==> src/design/esf_pkg.sv <==
`default_nettype none
package esf_pkg;

	// locator table geometry
	localparam int TABLE_ENTRIES = 1024;
	localparam int IDX_W         = $clog2(TABLE_ENTRIES);
	localparam int CNT_W         = IDX_W + 1;
	localparam int KEY_W         = 48;

	// section framing
	localparam int SECTION_LIMIT = 4096;
	localparam int HEAD_BYTES    = 12;
	localparam int HDR_IDX_W     = $clog2(HEAD_BYTES);
	localparam int POS_W         = 13;
	localparam int LEN_W         = 12;
	localparam int LEN_MAX       = SECTION_LIMIT - 3;
	localparam int LEN_EXTRA     = 3;
	localparam int CFG_W         = 11;

	localparam logic [7:0] PF_TABLE_ID = 8'h4e;

	// route codes
	localparam logic [1:0] ROUTE_PRESENT   = 2'd0;
	localparam logic [1:0] ROUTE_FOLLOWING = 2'd1;
	localparam logic [1:0] ROUTE_RESTART   = 2'd2;
	localparam logic [1:0] ROUTE_APPEND    = 2'd3;

	// command codes
	localparam logic CMD_BYTE  = 1'b0;
	localparam logic CMD_ENTRY = 1'b1;

	// status codes
	localparam logic STATUS_FWD  = 1'b0;
	localparam logic STATUS_STOP = 1'b1;

	typedef logic [KEY_W-1:0] key_t;
	typedef logic [CNT_W-1:0] cnt_t;

	typedef struct packed {
		logic             en;
		logic [IDX_W-1:0] idx;
		key_t             data;
	} loc_wr_t;

	typedef struct packed {
		logic done;
		logic hit;
	} srch_rsp_t;

	typedef struct packed {
		key_t       key;
		logic [1:0] route;
		logic [3:0] len_hi;
	} hdr_view_t;

endpackage
`default_nettype wire

==> src/design/esf_header.sv <==
`default_nettype none
module esf_header (
	input  wire                           clk,
	input  wire                           we,
	input  wire  [esf_pkg::HDR_IDX_W-1:0] wpos,
	input  wire  [7:0]                    wbyte,
	input  wire  [esf_pkg::HDR_IDX_W-1:0] rd_idx,
	output logic [7:0]                    rd_byte,
	output esf_pkg::hdr_view_t            view
);

	logic [7:0] hdr_q [esf_pkg::HEAD_BYTES];

	always_ff @(posedge clk) begin
		if (we) begin
			hdr_q[wpos] <= wbyte;
		end
	end

	// burst read of the held header
	assign rd_byte = (rd_idx < esf_pkg::HDR_IDX_W'(esf_pkg::HEAD_BYTES)) ? hdr_q[rd_idx] : 8'h00;

	// big endian ids: network 10-11, transport 8-9, service 3-4
	assign view.key    = {hdr_q[10], hdr_q[11], hdr_q[8], hdr_q[9], hdr_q[3], hdr_q[4]};
	assign view.len_hi = hdr_q[1][3:0];

	assign view.route = (hdr_q[0] == esf_pkg::PF_TABLE_ID)
		? ((hdr_q[6] == 8'h00) ? esf_pkg::ROUTE_PRESENT : esf_pkg::ROUTE_FOLLOWING)
		: ((hdr_q[6] == 8'h00) ? esf_pkg::ROUTE_RESTART : esf_pkg::ROUTE_APPEND);

endmodule
`default_nettype wire

==> config.mk <==
export PLATFORM = sky130hd
export DESIGN_NAME = esf_header
export DESIGN_NICKNAME = d
export VERILOG_FILES = /design/src/design/esf_pkg.sv /design/src/design/esf_header.sv
export SDC_FILE = /design/constraint.sdc
export NUM_CORES = 1
export LEC_CHECK = 0
export ABC_AREA = 0
export BUFFER_PORTS_ARGS = -buffer_cell sky130_fd_sc_hd__buf_2
export CAP_MARGIN = 20
export CORE_ASPECT_RATIO = 0.6
export CORE_MARGIN = 2
export CORE_UTILIZATION = 50
export DETAILED_ROUTE_END_ITERATION = 16
export PLACE_DENSITY = 0.74
export SYNTH_ARGS = -nofsm -noshare
export SYNTH_HDL_FRONTEND = slang
export SYNTH_SLANG_ARGS = --single-unit
==> constraint.sdc <==
create_clock -name clk -period 1.89 [get_ports clk]
set_input_delay 0.0945 -clock clk [delete_from_list [all_inputs] [get_ports clk]]
set_output_delay 0.0945 -clock clk [all_outputs]
set_load 0.02 [all_outputs]
==> out/qor.yml, run 1 <==
synth:
  yosysWarnings: 0
  ys_seq_area_share_pct: 74.2
  synth_nets: 219
  syn_area_per_cell_um2: 19.3
  synth_cell_type_count: 23
  synthCells: 201
  ys_ff_latch: 96
  syn_area_um2: 3880
pwr:
  power_density_nw_per_um2: 927
  leakage_nw: 1.69
  vdd_drop_max_mv: 0.562
timing:
  fin_crit_ps: 1790
  setup_violations: 0
  setup-tns-final_ps: 0
  worst_pin_slew_ps: 466
  fmax_ghz: 0.558
  fin_crit_sh_pct: 94.8
  rsz0062_at_grt: "false"
  slew_headroom_pct: 68.9
  maxSlewViolCount: 0
  hold_violations: 0
clock_network:
  clockRootBuffer: "clkbuf_16"
  cts_buffers: 9
  cts_hold_buf: 0
  clkTransAtPathRegs_ps: 70
  cts.repair.resized: 0
  cts.path.max_buffers: 2
  htreeDepth: 3
  tritoncts: "built"
  post_cts_buffers: 0
  cts_sinks: 96
floorplan:
  std_cell_rows: 24
  die_w_um: 118
  start_util_pct: 52.6
  dieArea_um2: 8510
  die_h_um: 72.3
  core_area_um2: 7390
  ioPinCount: 80
worst_setup_path:
  end_kind: "primary output"
  cp.arrival_ps: 1700
  worstPathMaxFanout: 2
  slowest_delay_ps: 470
  worstSetupPathType: "reg2out"
  critPathRequiredTime_ps: 1800
  cpMaxStageDelayCell: "mux4_2"
  start_kind: "flop"
  cp_cell_sequence: "mux4_2 > nor2_1 > o32ai_1 > buf_2"
placed_design:
  port_buffers: 79
  hpwl_um: 6110
  placedCellCount: 384
  gp_congestion: 0.828
routing:
  drcViolationCount: 0
  num_vias: 2224
  wl_per_cell_um: 22.0
  drt_wl_total_um: 8790
  drt_iter0_drc: 150
  ant_nets: 0
  via_per_inst: 5.57
  drtPass1Iterations: 4
finish:
  reg_top3: "hdr_q (96)"
  final_nets: 309
  layoutNonFillerInstCount: 399
  antenna_cells: 0
  syn_to_final_growth_pct: 20.3
  final_layout_size_suffix_gt1_share_pct: 45.8
  largest_reg_flops: 96
  largest_register: "hdr_q"
global_routing:
  antenna_found_initial: 0
  grt_start_max_net_pins: 33
  grt_pass1_vias: 2227
  grt_pass1_wl_um: 13300
  grt.total_usage_pct: 22.2
  grt-ovfl-total: 0
flow_run:
  max_cap_violations: 0
status:
  status: "finished clean"
worst_hold_path:
  hp-class: "in2reg"
  hold_start: "wbyte[2]"
  whs_endpoint: "hdr_q[3][2]"
  min_path_cells: 1
## final cells by class
class                      instances  area [um^2]
sequential                        96         2880
fill                             550         2710
multi-input combinational         83          856
timing repair buffer              93          513
clock buffer                       9          225
tap                              104          130
clock inverter                     6         36.3
inverter                           8         30.0
## critical path, delay by kind of cell (launching register included)
| kind | cells | cell delay (ps) |
|---|---|---|
| AOI/OAI and AO/OA | 1 | 120 |
| buffers and inverters | 1 | 190 |
| DFF | 1 | 420 |
| muxes | 1 | 470 |
| and+or+nand+nor | 1 | 160 |
## layout by cell type, fill, tap and decap left out, types with 2 or more instances in the layout
master	count
buf_2	79
mux4_2	10
inv_1	8
nand2b_1	4
o32ai_1	8
nor3_1	3
nor2_1	17
edfxtp_1	96
nor4_1	2
nand3b_1	2
nand2_1	3
buf_4	13
mux4_1	6
mux2_2	16
o22ai_1	8
clkbuf_16	9
clkinv_2	4
## Yosys cell counts
cell type  instances  area (um^2)
nor2b_1            1         6.26
mux4_1             6          158
o22ai_1            8         50.1
buf_6              3         33.8
buf_12             1         20.0
nand2_1            3         11.3
buf_2              1         5.00
o32ai_1            8         70.1
clkbuf_1           1         3.75
edfxtp_1          96         2880
or3b_2             1         8.76
buf_4              6         45.0
mux4_2            10          225
nand3b_1           2         15.0
nor4_1             2         12.5
nand2b_1           4         25.0
mux2_2            16          180
nor2_1            17         63.8
buf_1              2         7.51
nor3_1             3         15.0
nor4b_1            1         8.76
nand4_1            1         6.26
inv_1              8         30.0
## worst max-delay path by stage
stage                           start           to  slack, ps  cells after the start
final                     hdr_q[0][4]   rd_byte[4]        100                      4
after global routing      hdr_q[0][5]   rd_byte[5]         30                      4
after CTS                 hdr_q[0][5]   rd_byte[5]        110                      4
after detailed placement    rd_idx[0]   rd_byte[0]        360                      6
after global placement      rd_idx[0]   rd_byte[3]        380                      6
after floorplan               wpos[3]  hdr_q[0][0]        300                      2
## kinds of logic after synthesis
kind of cell	share of synthesized area, %
buffers and inverters	3.74
multiplexers	14.5
flip-flops	74.2
AND/OR/NAND/NOR	4.45
AO/OA/AOI/OAI	3.09
## routing by layer
| metal | GRT usage [%] | vias to the layer above | wire length, um |
|---|---|---|---|
| met3 | 8.96 | 8 | 940 |
| met5 | 0 | - | 0 |
| li1 | - | 985 | - |
| met4 | 6.96 | 0 | 74 |
| met1 | 32.2 | 1114 | 3890 |
| met2 | 31.1 | 117 | 3890 |
## where the power goes
group	total (mW)	internal (mW)	switching, mW
clock	1.61	0.878	0.730
combinational	0.319	0.123	0.196
sequential	2.40	2.39	0.0178
## metrics by stage
step	instance area [um^2]	hold slack (ps)	setup slack [ps]	utilization, %	total power [mW]
6_report	4670	116	97.8	63.3	4.33
2_1_floorplan	3880	193	302	-	2.64
4_1_cts	4670	111	106	63.3	4.36
5_1_grt	4670	117	26.4	63.3	4.46
3_3_place_gp	4410	470	381	59.7	2.76
3_5_place_dp	4410	465	357	59.7	2.77
Power figures use the tool's default switching activity.
==> run 2, diff against run 1 <==
--- a/config.mk
+++ b/config.mk
@@ -12,6 +12,7 @@
 export CORE_MARGIN = 2
 export CORE_UTILIZATION = 50
 export DETAILED_ROUTE_END_ITERATION = 16
+export HOLD_SLACK_MARGIN = 0.12
 export PLACE_DENSITY = 0.74
 export SYNTH_ARGS = -nofsm -noshare
 export SYNTH_HDL_FRONTEND = slang
==> out/qor.yml, run 2 (synthesized netlist as in run 1, its figures left out) <==
global_routing:
  grt.total_usage_pct: 22.2  # +0.036 points
  antenna_found_initial: 0  # unchanged
  grt_pass1_vias: 2234  # +0.31%
  grt-ovfl-total: 0  # unchanged
  grt_start_max_net_pins: 33  # unchanged
  grt_pass1_wl_um: 13300  # +0.21%
pwr:
  vdd_drop_max_mv: 0.561  # -0.13%
  power_density_nw_per_um2: 923  # -0.45%
  leakage_nw: 1.71  # +0.74%
clock_network:
  tritoncts: "built"
  clockRootBuffer: "clkbuf_16"
  cts_buffers: 9  # unchanged
  cts_sinks: 96  # unchanged
  clkTransAtPathRegs_ps: 60  # about the same
  htreeDepth: 3  # unchanged
  cts.repair.resized: 0  # unchanged
  cts.path.max_buffers: 2  # unchanged
worst_hold_path:
  hp-class: "in2reg"
timing:
  maxSlewViolCount: 0  # unchanged
  setup-tns-final_ps: 0  # unchanged
  setup_violations: 0  # unchanged
  worst_pin_slew_ps: 465  # -0.705 ps
  fin_crit_sh_pct: 95.9  # +1.1 points
  slew_headroom_pct: 69.0  # about the same
  holdWs_ps: 126  # +9.62 ps
  fmax_ghz: 0.552  # -1.2%
  hold_violations: 0  # unchanged
  rsz0062_at_grt: "false"
  fin_crit_ps: 1810  # +20.9 ps
status:
  status: "finished clean"
placed_design:
  hpwl_um: 6110  # unchanged
  port_buffers: 79  # unchanged
  dpl-instance-area_um2: 4410  # unchanged
  gp_congestion: 0.828  # unchanged
finish:
  final_layout_size_suffix_gt1_share_pct: 45.3  # -0.46 points
  finalInstanceArea_um2: 4700  # +0.64%
  reg_top3: "hdr_q (96)"
  final_cell_mix: "edfxtp_1, buf_2, nor2_1"
  syn_to_final_growth_pct: 21.1
  final_common_cell: "edfxtp_1"
  final_nets: 312  # +0.97%
  antenna_cells: 0  # unchanged
  fin_util_pct: 63.7  # +0.41 points
  largest_reg_flops: 96  # unchanged
  largest_register: "hdr_q"
routing:
  num_vias: 2250  # +1.2%
  drtPass1Iterations: 4  # unchanged
  via_per_inst: 5.60  # +0.41%
  drt_iter0_drc: 140  # -6.7%
  drt_wl_total_um: 8840  # +0.55%
  ant_nets: 0  # unchanged
  wl_per_cell_um: 22.0  # -0.20%
  drcViolationCount: 0  # unchanged
floorplan:
  dieArea_um2: 8510  # unchanged
  std_cell_rows: 24  # unchanged
  die_w_um: 118  # unchanged
  start_util_pct: 52.6  # unchanged
  core_area_um2: 7390  # unchanged
  ioPinCount: 80  # unchanged
  die_h_um: 72.3  # unchanged
worst_setup_path:
  worst-path-buf-inv: 1  # unchanged
  cpMaxStageDelayCell: "mux4_2"
  worstSetupPathType: "reg2out"
  end_kind: "primary output"
  worstPathMaxFanout: 2  # unchanged
  critPathTopFamily: "multiplexers"
  cp.arrival_ps: 1720  # +20 ps
  critPathRequiredTime_ps: 1800  # about the same
  start_kind: "flop"
  cp_cell_sequence: "mux4_2 > nor2_1 > o32ai_1 > buf_2"
  slowest_delay_ps: 470  # about the same
flow_run:
  max_cap_violations: 0  # unchanged
-- run 2: cell types whose count changed in the layout (fill, tap and decap cells not counted) --
cell	delta
dlygate4sd3_1	+3
-- run 2: repair_timing --
| item | CTS | global route |
|---|---|---|
| buffers inserted | 0 | 0 |
| hold buffers | 3 | 0 |
| hold endpoints to repair | 26 | 0 |
-- run 2: worst paths after layout --
kind / from / cells after the start / slack, ps / endpoint
min: wbyte[4] / 1 / 130 / hdr_q[1][4]
max: hdr_q[0][4] / 4 / 80 / rd_byte[4]
-- run 2: area by class of cell --
cell class	instances	area, um^2
sequential	96	2880
fill	550	2680
multi-input combinational	83	856
timing repair buffer	96	543
clock buffer	9	225
tap	104	130
clock inverter	6	36.3
inverter	8	30.0
-- run 2: metal layers --
metal / track usage (%) / wire [um]
met4: 6.96 / 74
met3: 8.96 / 986
met2: 31.1 / 3880
met5: 0 / 0
met1: 32.3 / 3900
-- run 2: through the flow --
stage	setup slack, ps	total power, mW	cells
2_1_floorplan	302	2.64	201
4_1_cts	106	4.36	402
3_5_place_dp	357	2.77	384
5_1_grt	26.4	4.47	402
6_report	76.9	4.34	402
3_3_place_gp	381	2.76	384
-- run 2: where the power goes --
| group | internal [mW] | leakage (nW) | switching [mW] |
|---|---|---|---|
| logic | 0.127 | 0.707 | 0.198 |
| clock network | 0.877 | 0.131 | 0.733 |
| registers | 2.39 | 0.867 | 0.0179 |
| total | 3.39 | 1.71 | 0.948 |
